**src/design/cop_pkg.sv**
```systemverilog
package cop_pkg;

   typedef enum logic {
      OP_START = 1'b0,
      OP_STEP  = 1'b1
   } op_type;

   localparam int NUM_PIXELS = 8;
   localparam int IDX_BITS   = $clog2(NUM_PIXELS);

   typedef logic [IDX_BITS-1:0] pix_idx_type;

   localparam pix_idx_type LAST_IDX = pix_idx_type'(NUM_PIXELS - 1);

endpackage

```
**src/design/cop_octet.sv**
```systemverilog
module cop_octet #(
   parameter int COORD_BITS = 12
) (
   input  logic [COORD_BITS-1:0]        center_col,
   input  logic [COORD_BITS-1:0]        center_row,
   input  logic [COORD_BITS-1:0]        offset_x,
   input  logic [COORD_BITS-1:0]        offset_y,
   input  logic signed [COORD_BITS+3:0] decision,
   output logic signed [COORD_BITS+1:0] pixel_x [cop_pkg::NUM_PIXELS],
   output logic signed [COORD_BITS+1:0] pixel_y [cop_pkg::NUM_PIXELS],
   output logic [COORD_BITS-1:0]        offset_x_next,
   output logic [COORD_BITS-1:0]        offset_y_next,
   output logic signed [COORD_BITS+3:0] decision_next,
   output logic                         finished
);
   import cop_pkg::*;

   localparam int PIX_BITS = COORD_BITS + 2;
   localparam int DEC_BITS = COORD_BITS + 4;

   logic signed [PIX_BITS-1:0] cx, cy, xs, ys;
   logic signed [PIX_BITS-1:0] x_plus_one, y_after;
   logic signed [DEC_BITS-1:0] four_x, four_y;
   logic signed [PIX_BITS-1:0] cx_add_x, cx_sub_x, cy_add_y, cy_sub_y;
   logic signed [PIX_BITS-1:0] cx_add_y, cx_sub_y, cy_add_x, cy_sub_x;
   logic                       negative;

   assign cx = signed'({2'b00, center_col});
   assign cy = signed'({2'b00, center_row});
   assign xs = signed'({2'b00, offset_x});
   assign ys = signed'({2'b00, offset_y});

   assign four_x = signed'({2'b00, offset_x, 2'b00});
   assign four_y = signed'({2'b00, offset_y, 2'b00});

   assign negative = decision[DEC_BITS-1];

   always_comb begin
      if (negative) begin
         decision_next = decision + four_x + DEC_BITS'(6);
         y_after       = ys;
      end else begin
         decision_next = decision + four_x - four_y + DEC_BITS'(10);
         y_after       = ys - PIX_BITS'(1);
      end
   end

   assign x_plus_one    = xs + PIX_BITS'(1);
   assign finished      = !(x_plus_one < y_after);
   assign offset_x_next = offset_x + COORD_BITS'(1);
   assign offset_y_next = y_after[COORD_BITS-1:0];

   assign cx_add_x = cx + xs;
   assign cx_sub_x = cx - xs;
   assign cy_add_y = cy + ys;
   assign cy_sub_y = cy - ys;
   assign cx_add_y = cx + ys;
   assign cx_sub_y = cx - ys;
   assign cy_add_x = cy + xs;
   assign cy_sub_x = cy - xs;

   // The eight symmetric points, in the order they leave the block.
   always_comb begin
      pixel_x[0] = cx_add_x;  pixel_y[0] = cy_sub_y;
      pixel_x[1] = cx_sub_x;  pixel_y[1] = cy_sub_y;
      pixel_x[2] = cx_sub_x;  pixel_y[2] = cy_add_y;
      pixel_x[3] = cx_add_x;  pixel_y[3] = cy_add_y;
      pixel_x[4] = cx_sub_y;  pixel_y[4] = cy_add_x;
      pixel_x[5] = cx_sub_y;  pixel_y[5] = cy_sub_x;
      pixel_x[6] = cx_add_y;  pixel_y[6] = cy_sub_x;
      pixel_x[7] = cx_add_y;  pixel_y[7] = cy_add_x;
   end

endmodule

```
**src/design/circle_octant_point_generator.sv**
```systemverilog
// Midpoint circle rasterizer. A start item (tuser low) loads a center and a radius and
// yields the eight symmetric pixels of the top point; each step item (tuser high) yields
// the eight pixels of the next point, until the block flags the final pixel of the circle
// on rsp_tuser and falls idle. A step while idle yields nothing, and a start at any time
// begins a new circle. Each item passes an input register and is worked combinationally into
// an octet register, which drains one pixel per cycle while rsp_tready is high, with tlast
// on the eighth; the next item waits in the input register while an octet drains.
module circle_octant_point_generator #(
   parameter int COORD_BITS = 12
) (
   input  logic                                   clock,
   input  logic                                   reset,
   input  logic                                   req_tvalid,
   output logic                                   req_tready,
   // center_x, center_y, radius from the lowest bit up, zero filled to whole bytes
   input  logic [((3*COORD_BITS-1+7)/8)*8-1:0]    req_tdata,
   // operation
   input  cop_pkg::op_type                        req_tuser,
   output logic                                   rsp_tvalid,
   input  logic                                   rsp_tready,
   // pixel_x, pixel_y from the lowest bit up, zero filled to whole bytes
   output logic [((2*(COORD_BITS+2)+7)/8)*8-1:0]  rsp_tdata,
   output logic                                   rsp_tlast,
   // circle_done
   output logic                                   rsp_tuser
);
   import cop_pkg::*;

   localparam int RAD_BITS      = COORD_BITS - 1;
   localparam int PIX_BITS      = COORD_BITS + 2;
   localparam int DEC_BITS      = COORD_BITS + 4;
   localparam int RSP_DATA_BITS = ((2*PIX_BITS+7)/8)*8;

   logic                  in_valid_ff, in_valid_in;
   op_type                in_op_ff, in_op_in;
   logic [COORD_BITS-1:0] in_cx_ff, in_cx_in;
   logic [COORD_BITS-1:0] in_cy_ff, in_cy_in;
   logic [RAD_BITS-1:0]   in_rad_ff, in_rad_in;

   logic                       active_ff, active_in;
   logic [COORD_BITS-1:0]      offset_x_ff, offset_x_in;
   logic [COORD_BITS-1:0]      offset_y_ff, offset_y_in;
   logic signed [DEC_BITS-1:0] decision_ff, decision_in;
   logic [COORD_BITS-1:0]      center_col_ff, center_col_in;
   logic [COORD_BITS-1:0]      center_row_ff, center_row_in;

   logic                       out_valid_ff, out_valid_in;
   pix_idx_type                idx_ff, idx_in;
   logic                       done_ff, done_in;
   logic signed [PIX_BITS-1:0] pix_x_ff [NUM_PIXELS];
   logic signed [PIX_BITS-1:0] pix_y_ff [NUM_PIXELS];

   logic                       is_start, advance, emit, last_taken, req_take;
   logic [COORD_BITS-1:0]      work_cx, work_cy, work_x, work_y;
   logic signed [DEC_BITS-1:0] work_p;
   logic signed [PIX_BITS-1:0] oct_x [NUM_PIXELS];
   logic signed [PIX_BITS-1:0] oct_y [NUM_PIXELS];
   logic [COORD_BITS-1:0]      next_x, next_y;
   logic signed [DEC_BITS-1:0] next_p;
   logic                       fin;

   assign last_taken = out_valid_ff && rsp_tready && (idx_ff == LAST_IDX);
   assign advance    = in_valid_ff && (!out_valid_ff || last_taken);
   assign is_start   = (in_op_ff == OP_START);
   assign emit       = advance && (is_start || active_ff);
   assign req_tready = !in_valid_ff || advance;
   assign req_take   = req_tvalid && req_tready;

   always_comb begin
      if (is_start) begin
         work_cx = in_cx_ff;
         work_cy = in_cy_ff;
         work_x  = '0;
         work_y  = COORD_BITS'(in_rad_ff);
         work_p  = signed'(DEC_BITS'(3)) - signed'({4'b0000, in_rad_ff, 1'b0});
      end else begin
         work_cx = center_col_ff;
         work_cy = center_row_ff;
         work_x  = offset_x_ff;
         work_y  = offset_y_ff;
         work_p  = decision_ff;
      end
   end

   cop_octet #(
      .COORD_BITS (COORD_BITS)
   ) u_octet (
      .center_col    (work_cx),
      .center_row    (work_cy),
      .offset_x      (work_x),
      .offset_y      (work_y),
      .decision      (work_p),
      .pixel_x       (oct_x),
      .pixel_y       (oct_y),
      .offset_x_next (next_x),
      .offset_y_next (next_y),
      .decision_next (next_p),
      .finished      (fin)
   );

   always_comb begin
      in_valid_in = in_valid_ff;
      in_op_in    = in_op_ff;
      in_cx_in    = in_cx_ff;
      in_cy_in    = in_cy_ff;
      in_rad_in   = in_rad_ff;
      if (advance) begin
         in_valid_in = 1'b0;
      end
      if (req_take) begin
         in_valid_in = 1'b1;
         in_op_in    = req_tuser;
         in_cx_in    = req_tdata[COORD_BITS-1:0];
         in_cy_in    = req_tdata[2*COORD_BITS-1:COORD_BITS];
         in_rad_in   = req_tdata[3*COORD_BITS-2:2*COORD_BITS];
      end
   end

   always_comb begin
      active_in     = active_ff;
      offset_x_in   = offset_x_ff;
      offset_y_in   = offset_y_ff;
      decision_in   = decision_ff;
      center_col_in = center_col_ff;
      center_row_in = center_row_ff;
      done_in       = done_ff;
      if (emit) begin
         active_in     = !fin;
         offset_x_in   = next_x;
         offset_y_in   = next_y;
         decision_in   = next_p;
         center_col_in = work_cx;
         center_row_in = work_cy;
         done_in       = fin;
      end
   end

   always_comb begin
      out_valid_in = out_valid_ff;
      idx_in       = idx_ff;
      if (out_valid_ff && rsp_tready) begin
         idx_in = idx_ff + pix_idx_type'(1);
         if (idx_ff == LAST_IDX) begin
            out_valid_in = 1'b0;
         end
      end
      if (emit) begin
         out_valid_in = 1'b1;
         idx_in       = '0;
      end
   end

   always_ff @(posedge clock) begin
      if (reset) begin
         in_valid_ff  <= 1'b0;
         active_ff    <= 1'b0;
         out_valid_ff <= 1'b0;
         idx_ff       <= '0;
      end else begin
         in_valid_ff  <= in_valid_in;
         active_ff    <= active_in;
         out_valid_ff <= out_valid_in;
         idx_ff       <= idx_in;
      end
   end

   always_ff @(posedge clock) begin
      in_op_ff      <= in_op_in;
      in_cx_ff      <= in_cx_in;
      in_cy_ff      <= in_cy_in;
      in_rad_ff     <= in_rad_in;
      offset_x_ff   <= offset_x_in;
      offset_y_ff   <= offset_y_in;
      decision_ff   <= decision_in;
      center_col_ff <= center_col_in;
      center_row_ff <= center_row_in;
      done_ff       <= done_in;
   end

   always_ff @(posedge clock) begin
      if (emit) begin
         pix_x_ff <= oct_x;
         pix_y_ff <= oct_y;
      end
   end

   assign rsp_tvalid = out_valid_ff;
   assign rsp_tdata  = RSP_DATA_BITS'({pix_y_ff[idx_ff], pix_x_ff[idx_ff]});
   assign rsp_tlast  = (idx_ff == LAST_IDX);
   assign rsp_tuser  = done_ff && (idx_ff == LAST_IDX);

endmodule

```
**config.mk**
```make
export PLATFORM = sky130hd
export DESIGN_NAME = circle_octant_point_generator
export DESIGN_NICKNAME = d
export VERILOG_FILES = /design/src/design/cop_pkg.sv /design/src/design/cop_octet.sv /design/src/design/circle_octant_point_generator.sv
export SDC_FILE = /design/constraint.sdc
export NUM_CORES = 1
export LEC_CHECK = 0
export ABC_AREA = 1
export BUFFER_PORTS_ARGS = -buffer_cell sky130_fd_sc_hd__buf_2
export CAP_MARGIN = 5
export CORE_MARGIN = 2
export CORE_UTILIZATION = 49
export DETAILED_ROUTE_END_ITERATION = 7
export PLACE_DENSITY = 0.66
export SYNTH_ARGS = -nofsm -noshare
export SYNTH_HDL_FRONTEND = slang
export SYNTH_SLANG_ARGS = --single-unit
```
**constraint.sdc**
```tcl
create_clock -name clock -period 11.55 [get_ports clock]
set_input_delay 0.5775 -clock clock [delete_from_list [all_inputs] [get_ports clock]]
set_output_delay 0.5775 -clock clock [all_outputs]
set_load 0.05 [all_outputs]
```
==> results of run 1 <==
## routing by layer
layer | part of all wire | vias up
li1 | - | 5669
met1 | 0.46 | 5410
met2 | 0.47 | 280
met3 | 0.042 | 55
met4 | 0.025 | 0
met5 | 0 | -
## synthesized netlist by cell type, drive strengths merged (2+ instances only)
| cell | number |
|---|---|
| a211oi | 8 |
| a21boi | 2 |
| a21o | 5 |
| a21oi | 132 |
| a31oi | 6 |
| and2 | 2 |
| buf | 23 |
| clkbuf | 36 |
| dfxtp | 6 |
| edfxtp | 200 |
| fa | 9 |
| ha | 151 |
| inv | 200 |
| nand2 | 285 |
| nand3 | 64 |
| nand3b | 3 |
| nand4 | 19 |
| nor2 | 157 |
| nor3 | 27 |
| nor4 | 5 |
| o2111ai | 3 |
| o211ai | 3 |
| o21ai | 120 |
| o21bai | 16 |
| o22ai | 24 |
| o31ai | 8 |
| or2 | 9 |
| xnor2 | 8 |
| xor2 | 101 |
## registers in the layout, summed over array words and instances (netlist names), 3 cells and up
signal,flops
pix_x_ff,50
decision_ff,15
offset_y_ff,12
idx_ff,3
in_rad_ff,11
in_cx_ff,12
pix_y_ff,50
offset_x_ff,12
center_col_ff,12
in_cy_ff,12
center_row_ff,12
## final timing paths
check	from	to	slack, ps	depth (start not counted)
worst min-delay path	req_tdata[29]	in_rad_ff[5]$_DFFE_PP_	230	1
worst max-delay path	in_op_ff$_DFFE_PP_	decision_ff[14]$_DFFE_PP_	6150	22
worst min register to register	active_ff$_SDFFE_PP0P_	active_ff$_SDFFE_PP0P_	470	2
worst max register to register	in_op_ff$_DFFE_PP_	decision_ff[14]$_DFFE_PP_	6150	22
## per-stage QoR
step | instances | cell area, um^2
detailed placement | 2052 | 15200
CTS | 2093 | 15900
global route | 2093 | 15900
finish | 2093 | 15900
floorplan | 1644 | 14600
global placement | 2052 | 15200
## cell type report
type	instances	area, um^2
fillers	2755	13500
multi-input cells	1179	7410
flip-flops and latches	206	6130
inverters	200	751
clock buffers	24	579
well taps	390	488
repair buffers	77	400
clock inverters	17	153
## power groups by stage
stage	Combinational, mW	Sequential [mW]	Clock, mW
after floorplan	0.453	0.925	0
after global placement	0.614	0.922	0
after detailed placement	0.623	0.922	0
after CTS	0.626	0.907	0.733
after global routing	0.705	0.910	0.763
final	0.631	0.906	0.719
## logic make-up after synthesis
kind of cell | share of synthesized area
AOI/OAI and AO/OA | 0.129
DFF | 0.421
other | 0.000258
muxes | 0.000688
buffers and inverters | 0.0706
xor gates and xnor gates | 0.0656
adders and majority gates | 0.142
and+or+nand+nor | 0.171
==> impl_metrics.py, run 1 <==
metrics = {
    "synth": {
        "post-synth-top-area-fraction": 0.413,
        "syn_area_um2": 14500,
        "seq_area_frac_synth": 0.421,
        "synth_cells": 1641,
        "synth.ff_latch_count": 206,
        "synth_top_area_cell": "edfxtp_1",
        "synth_area_per_cell_um2": 8.86,
        "synth-warning-count": 0,
        "synth_top_flop_cell": "edfxtp_1",
        "synth_area_leaders": "edfxtp_1 (41%), ha_1 (13%), nand2_1 (7.1%)",
        "ys_types": 54,
        "synth-edff-count": 200,
        "ys_async_sr_fraction": 0,
    },
    "clock_network": {
        "clock_sinks": 206,
        "clkSlewWorstSetupHoldPaths_ps": 60,
        "ctsHtreeMaxLevel": 1,
        "cts_tree": "built",
        "clock_path_buffers": 3,
        "clockRootBuffer": "clkbuf_16",
        "numCtsBuffers": 23,
        "clock_latency_ps": 520,
        "cts_hold_buf": 0,
        "cts_resized": 0,
        "cts_setup_buffers": 0,
    },
    "finish": {
        "fin_util": 0.541,
        "drive_gt1_frac": 0.0969,
        "n_antenna_cell": 0,
        "mostFrequentLayoutCell": "nand2_1",
        "final_cell_mix": "nand2_1 (276), edfxtp_1 (200), inv_1 (191)",
        "num-nets-final": 1892,
        "syn_to_final_growth_pct": 9.37,
    },
    "die": {
        "initial_core_util": 0.495,
        "boundaryPins": 81,
        "die_area_um2": 31100,
        "die_x_um": 176,
        "row_count": 63,
        "die_h_um": 176,
        "core_region_area_um2": 29400,
    },
    "route": {
        "wl_per_cell_um": 18.8,
        "drt_wl_total_um": 39400,
        "vias": 11400,
        "dr.pass1.iters": 6,
        "drtIter0Drc": 872,
        "drc_errors": 0,
        "drtAntennaViolNets": 0,
        "via_per_inst": 5.45,
    },
    "worst_hold_path": {
        "worstHoldPathType": "primary input to register",
    },
    "global_routing": {
        "grt_max_degree": 89,
        "antenna_found_initial": 0,
        "grt_pass1_wl_um": 60900,
        "grt_pass1_vias": 11000,
        "grt_overflow_total": 0,
        "met3_usage": 0.0239,
        "grt-busiest-layer": "met2",
        "grt_util_met1": 0.350,
        "gr-usage-all-layers": 0.255,
        "use_met2": 0.434,
    },
    "timing": {
        "fmax_mhz": 185,
        "relSlewSlack": 0.297,
        "skew_ps": 15.6,
        "fin_crit_ps": 5400,
        "finalCritPeriodShare": 0.467,
        "worst_slack_ps": 6150,
        "fin_setup_tns_ps": 0,
        "finalHoldViolations": 0,
        "worstMarginPinSlew_ps": 1050,
        "finalSetupViolCount": 0,
        "drv_slew": 0,
        "hold_slack_ps": 225,
        "rsz0062_at_grt": "no",
    },
    "power": {
        "peakVddDrop_uv": 97.2,
        "switching_share": 0.334,
        "power_mw": 2.26,
        "seq_power_share": 0.402,
        "leakagePower_nw": 7.09,
        "intPower_mw": 1.50,
        "combPwrFrac": 0.280,
        "power.density_nw_per_um2": 142,
        "power_switching_mw": 0.753,
        "pwr-share-clk": 0.319,
    },
    "critical_path": {
        "cp_num_buf_inv": 2,
        "arrival_ps": 5660,
        "slowest_delay_ps": 720,
        "cp_max_fo": 66,
        "crit_path_frequent_cell": "nand2_1",
        "crit_type": "register to register",
        "startpoint_type": "register",
        "slowest_stage": "inv_2",
        "crit_required_ps": 11820,
        "crit_path_end_kind": "register",
        "path_cells": "buf_4 > inv_2 > o21ai_0 > o21ai_0 > ha_1 > a21oi_2 > nor2_1 > o21ai_1 > nand3_1 > nand2_1 > and2_0 > ha_1 > ha_1 > nand2_1 > nor4_1 > nand2_1 > nand3_1 > nand2_1 > a21boi_0 > o21ai_0 > nand3_1 > nand2_1",
        "critPathTopFamily": "simple AND/OR/NAND/NOR gates",
    },
    "placement": {
        "port_buffers": 71,
        "detailed_place_hpwl_um": 30200,
        "post-place-ws_ps": 6220,
        "gp_congestion": 0.926,
    },
    "outcome": {
        "outcome": "completed",
    },
    "job": {
        "drv_cap": 0,
    },
}
(Power assumes the default switching activity.)
==> inputs of run 2 (changes only) <==
PLACE_DENSITY = 0.69   (was 0.66)
clock period = 4.9 ns   (was 11.55 ns; I/O delays follow)
==> run 2 against run 1 <==
Compared with the run above: worst setup slack got worse by 5800 ps; first-iteration DRC count decreased by 0.80%; combinational power increased by 150%; design area increased by 4.6%; clock skew increased by 7.9 ps; non-clock buffer count increased by 77; power increased by 140%; wire length increased by 1.7%; via count increased by 3.7%; final cell count increased by 3.6%; die area unchanged; sequential share of layout area decreased by 1.7 points; critical path type unchanged; largest cell class unchanged.
==> impl_metrics.py, run 2 (synthesized netlist as in run 1, its figures left out) <==
metrics = {
    "route": {
        "drt_wl_total_um": 40100,
        "via_per_inst": 5.46,
        "wl_per_cell_um": 18.5,
        "drtIter0Drc": 865,
        "drtAntennaViolNets": 0,
        "vias": 11800,
        "dr.pass1.iters": 8,
        "drc_errors": 0,
    },
    "die": {
        "row_count": 63,
        "boundaryPins": 81,
        "die_h_um": 176,
        "initial_core_util": 0.495,
        "die_area_um2": 31100,
        "core_region_area_um2": 29400,
        "die_x_um": 176,
    },
    "power": {
        "power_switching_mw": 1.76,
        "leakagePower_nw": 7.44,
        "peakVddDrop_uv": 283,
        "intPower_mw": 3.60,
        "combPwrFrac": 0.288,
        "pwr-share-clk": 0.312,
        "power.density_nw_per_um2": 322,
        "switching_share": 0.329,
        "seq_power_share": 0.399,
    },
    "timing": {
        "skew_ps": 23.5,
        "worstMarginPinSlew_ps": 955,
        "fmax_mhz": 221,
        "finalHoldViolations": 0,
        "rsz0062_at_grt": "no",
        "drv_slew": 0,
        "fin_setup_tns_ps": 0,
        "finalCritPeriodShare": 0.923,
        "relSlewSlack": 0.362,
        "fin_crit_ps": 4520,
        "finalSetupViolCount": 0,
    },
    "job": {
        "drv_cap": 0,
    },
    "global_routing": {
        "grt_overflow_total": 0,
        "grt_pass1_wl_um": 62100,
        "grt_pass1_vias": 11500,
        "antenna_found_initial": 0,
        "gr-usage-all-layers": 0.258,
        "grt_max_degree": 52,
    },
    "finish": {
        "fillers": 2634,
        "regArea_um2": 6130,
        "mostFrequentLayoutCell": "nand2_1",
        "instances_no_fill": 2168,
        "final_cell_mix": "nand2_1 (276), edfxtp_1 (200), inv_1 (191)",
        "n_antenna_cell": 0,
        "num-nets-final": 1969,
        "drive_gt1_frac": 0.116,
        "reg_top3": "pix_x_ff x50, pix_y_ff x50, decision_ff x15",
        "syn_to_final_growth_pct": 14.4,
        "multi_input_area_um2": 7440,
    },
    "critical_path": {
        "startpoint_type": "register",
        "crit_path_end_kind": "register",
        "ff2ff_path_depth": 25,
        "arrival_ps": 4780,
        "r2r-end": "decision_ff[14]$_DFFE_PP_",
        "r2r_start": "in_rad_ff[3]$_DFFE_PP_",
        "cp_max_fo": 6,
        "crit_type": "register to register",
        "crit_required_ps": 5160,
        "endpoint": "decision_ff[14]$_DFFE_PP_",
        "reg2reg_slack_ps": 380,
        "cp-startpoint": "in_rad_ff[3]$_DFFE_PP_",
    },
    "worst_hold_path": {
        "hp-start": "rsp_tready",
        "worstHoldPathType": "primary input to register",
    },
    "clock_network": {
        "cts_tree": "built",
        "ctsHtreeMaxLevel": 1,
        "clockRootBuffer": "clkbuf_16",
        "clock_sinks": 206,
        "clock_latency_ps": 520,
        "clkSlewWorstSetupHoldPaths_ps": 60,
        "clock_path_buffers": 3,
        "numCtsBuffers": 23,
    },
    "placement": {
        "detailed_place_hpwl_um": 31100,
        "port_buffers": 71,
        "place_inst": 2088,
        "gp_congestion": 0.935,
    },
    "outcome": {
        "outcome": "completed",
    },
}
[run 2: cell types whose count changed in the layout (fill, tap and decap cells not counted), sizes merged]
cell and change:
buf +39, clkbuf +3, clkinv -2, dlygate4sd3 +38, inv -3
[run 2: per-stage QoR]
step / worst slack [ps] / hold WS (ps) / total power, mW / util / area, um^2
after global placement: 276 / 421 / 3.64 / 0.527 / 15500
final: 375 / 34.2 / 5.36 / 0.566 / 16600
after global routing: 43.5 / 31.9 / 5.64 / 0.566 / 16600
after CTS: 98.4 / 12.5 / 5.37 / 0.564 / 16600
after floorplan: 580 / 314 / 3.24 / - / 14600
after detailed placement: 147 / 423 / 3.67 / 0.527 / 15500
[run 2: how the worst min path moves through the flow]
stage,endpoint,cells past startpoint
global placement,in_rad_ff[9]$_DFFE_PP_,1
floorplan,active_ff$_SDFFE_PP0P_,1
finish,idx_ff[2]$_SDFFE_PP0P_,3
detailed placement,in_cy_ff[1]$_DFFE_PP_,1
global route,idx_ff[2]$_SDFFE_PP0P_,3
CTS,idx_ff[2]$_SDFFE_PP0P_,3
[run 2: final cells by class]
class | instances | area share
Tap cell | 390 | 0.0293
Inverter | 200 | 0.0452
Timing Repair Buffer | 154 | 0.0668
Clock buffer | 27 | 0.0355
Clock inverter | 12 | 0.00812
Multi-Input combinational cell | 1179 | 0.447
Sequential cell | 206 | 0.368
[run 2: routing by layer]
layer | track usage | part of all wire
met3 | 0.0250 | 0.059
met2 | 0.438 | 0.48
met4 | 0.0723 | 0.026
met5 | 0 | 0
met1 | 0.354 | 0.44
[run 2: timing repair]
item	4_1_cts	5_1_grt
gates resized for setup	0	9
endpoints found under the setup margin	0	4
setup buffers	0	3
hold buffers	38	0
hold endpoints to repair	38	0
[run 2: critical path: stages, from the launching register on]
cell      delay [ps]
edfxtp_1         440
nor3_2           250
nand2_1           90
or2_2            330
nor3_2           150
inv_1             80
nand3_1           90
nand2_1           70
ha_1             340
nand2_1          110
nor2_1           140
nand3_1          120
nand3_1          140
nand2_1           80
and2_0           160
ha_1             280
ha_1             370
nand2_1          100
nor4_2           260
nand2_1           70
nand3_1          110
nand2_1          100
a21boi_1         150
o21ai_0          100
nand3_1           80
nand2_1           50
[run 2: power groups by stage]
stage / combinational (mW) / clock [mW] / sequential, mW
after floorplan: 1.07 / 0 / 2.17
after global placement: 1.47 / 0 / 2.17
after detailed placement: 1.49 / 0 / 2.18
after CTS: 1.52 / 1.71 / 2.14
after global routing: 1.73 / 1.77 / 2.15
final: 1.55 / 1.67 / 2.14
==> inputs of run 3 (changes only) <==
CORE_MARGIN = 4   (was 2)
==> run 3 against run 2 <==
Compared with the run above: maximum frequency is 0.31% higher; worst hold slack gained 36 ps; sequential share of layout area increased by 0.34 points; global-route usage is 2.6 points lower; register-to-register slack hardly changed; critical path depth down 2; highest routed layer unchanged; non-clock buffer count down 16.
==> impl_metrics.py, run 3 (synthesized netlist as in run 1, its figures left out) <==
metrics = {
    "critical_path": {
        "crit_path_end_kind": "register",
        "crit_required_ps": 5190,
        "crit_type": "register to register",
        "ff2ff_path_depth": 23,
        "r2r-end": "decision_ff[15]$_DFFE_PP_",
        "crit_path_frequent_cell": "nand2_1",
        "critPathTopFamily": "simple AND/OR/NAND/NOR gates",
        "cp-startpoint": "in_rad_ff[2]$_DFFE_PP_",
        "path_cells": "nor3_4 > nand2_1 > or2_2 > a22o_1 > ha_1 > a21oi_1 > inv_1 > nor2_1 > nand2_1 > nand2_1 > nand2_1 > ha_1 > ha_1 > a21o_1 > inv_1 > o21ai_0 > a21oi_1 > o21bai_1 > nand3b_1 > nand2_1 > nand3b_1 > nand3_1 > nand2_1",
        "slowest_delay_ps": 470,
        "slowest_stage": "edfxtp_1",
        "cp_max_fo": 5,
        "r2r_start": "in_rad_ff[2]$_DFFE_PP_",
        "arrival_ps": 4800,
        "cp.depth": 23,
        "cp_num_buf_inv": 2,
        "reg2reg_slack_ps": 390,
        "startpoint_type": "register",
    },
    "route": {
        "dr.pass1.iters": 5,
        "drtIter0Drc": 1214,
        "vias": 11800,
        "drt_wl_total_um": 39100,
        "drtAntennaViolNets": 0,
        "via_per_inst": 5.50,
        "drc_errors": 0,
        "wl_per_cell_um": 18.2,
    },
    "power": {
        "power_mw": 5.29,
        "peakVddDrop_uv": 232,
        "leakagePower_nw": 7.35,
        "power.density_nw_per_um2": 321,
    },
    "global_routing": {
        "grt_pass1_wl_um": 60900,
        "antenna_found_initial": 0,
        "grt_overflow_total": 0,
        "grt_pass1_vias": 11400,
        "grt_max_degree": 90,
        "gr-usage-all-layers": 0.232,
    },
    "finish": {
        "fillers": 2625,
        "fin_util": 0.568,
        "instances_no_fill": 2147,
        "n_antenna_cell": 0,
        "mostFrequentLayoutCell": "nand2_1",
        "num-nets-final": 1953,
        "drive_gt1_frac": 0.107,
        "final_cell_mix": "nand2_1 (276), edfxtp_1 (200), inv_1 (191)",
        "reg_top3": "pix_x_ff x50, pix_y_ff x50, decision_ff x15",
        "stdcell_area_um2": 16500,
        "syn_to_final_growth_pct": 13.4,
    },
    "timing": {
        "fin_crit_ps": 4510,
        "worst_slack_ps": 389,
        "finalCritPeriodShare": 0.921,
        "fmax_mhz": 222,
        "finalSetupViolCount": 0,
        "skew_ps": 22.8,
        "hold_slack_ps": 70.1,
        "rsz0062_at_grt": "no",
        "fin_setup_tns_ps": 0,
        "relSlewSlack": 0.403,
        "finalHoldViolations": 0,
        "drv_slew": 0,
        "worstMarginPinSlew_ps": 894,
    },
    "outcome": {
        "outcome": "completed",
    },
    "job": {
        "drv_cap": 0,
    },
    "clock_network": {
        "cts_tree": "built",
        "clock_sinks": 206,
        "numCtsBuffers": 23,
        "clock_latency_ps": 530,
        "ctsHtreeMaxLevel": 1,
        "clkSlewWorstSetupHoldPaths_ps": 70,
        "clock_path_buffers": 3,
        "clockRootBuffer": "clkbuf_16",
    },
    "die": {
        "die_x_um": 180,
        "die_area_um2": 32500,
        "boundaryPins": 81,
        "die_h_um": 180,
        "row_count": 62,
        "initial_core_util": 0.501,
        "core_region_area_um2": 29000,
    },
    "placement": {
        "place_inst": 2065,
        "gp_congestion": 0.964,
        "detailed_place_hpwl_um": 29900,
        "port_buffers": 71,
        "post-place-ws_ps": 148,
        "place_area_um2": 15300,
    },
    "worst_hold_path": {
        "hold_depth": 3,
        "worstHoldPathType": "primary input to register",
        "hp-start": "rsp_tready",
        "whs_endpoint": "idx_ff[2]$_SDFFE_PP0P_",
    },
}
run 3: per-layer routing:
layer | part of all wire | wire length [um] | up-vias | global-route usage
li1 | - | - | 5799 | -
met4 | 0.029 | 1140 | 0 | 0.0678
met2 | 0.47 | 18200 | 385 | 0.386
met5 | 0 | 0 | - | 0
met3 | 0.058 | 2250 | 64 | 0.0250
met1 | 0.45 | 17500 | 5565 | 0.324
run 3: how the worst max path moves through the flow:
stage	slack (ps)	to
floorplan	580	decision_ff[15]$_DFFE_PP_
detailed placement	150	decision_ff[14]$_DFFE_PP_
CTS	130	decision_ff[14]$_DFFE_PP_
global route	30	decision_ff[14]$_DFFE_PP_
global placement	240	decision_ff[14]$_DFFE_PP_
finish	390	decision_ff[15]$_DFFE_PP_
run 3: timing repair:
item / 4_1_cts / 5_1_grt
hold buffers: 38 / 0
endpoints found under the setup margin: 0 / 4
setup buffers: 0 / 4
hold endpoints to repair: 38 / 0
resized for setup: 0 / 9
run 3: power by group:
group	total, mW	leakage [nW]	switching (mW)	internal (mW)
sequential	2.14	1.91	0.0337	2.11
combinational	1.52	5.11	1.02	0.503
clock	1.62	0.333	0.701	0.923
run 3: area by class of cell:
type	count	area (um^2)	area share
Multi-Input combinational cell	1179	7450	0.452
Tap cell	384	480	0.0291
Inverter	200	751	0.0455
Sequential cell	206	6130	0.372
Clock inverter	11	101	0.00615
Clock buffer	29	598	0.0363
Timing Repair Buffer	138	978	0.0593
run 3: tightest hold or removal path, delay by kind of cell:
family | cells | cell delay, ps
AOI/OAI and AO/OA | 1 | 70
buffers and inverters | 1 | 120
and+or+nand+nor | 1 | 90
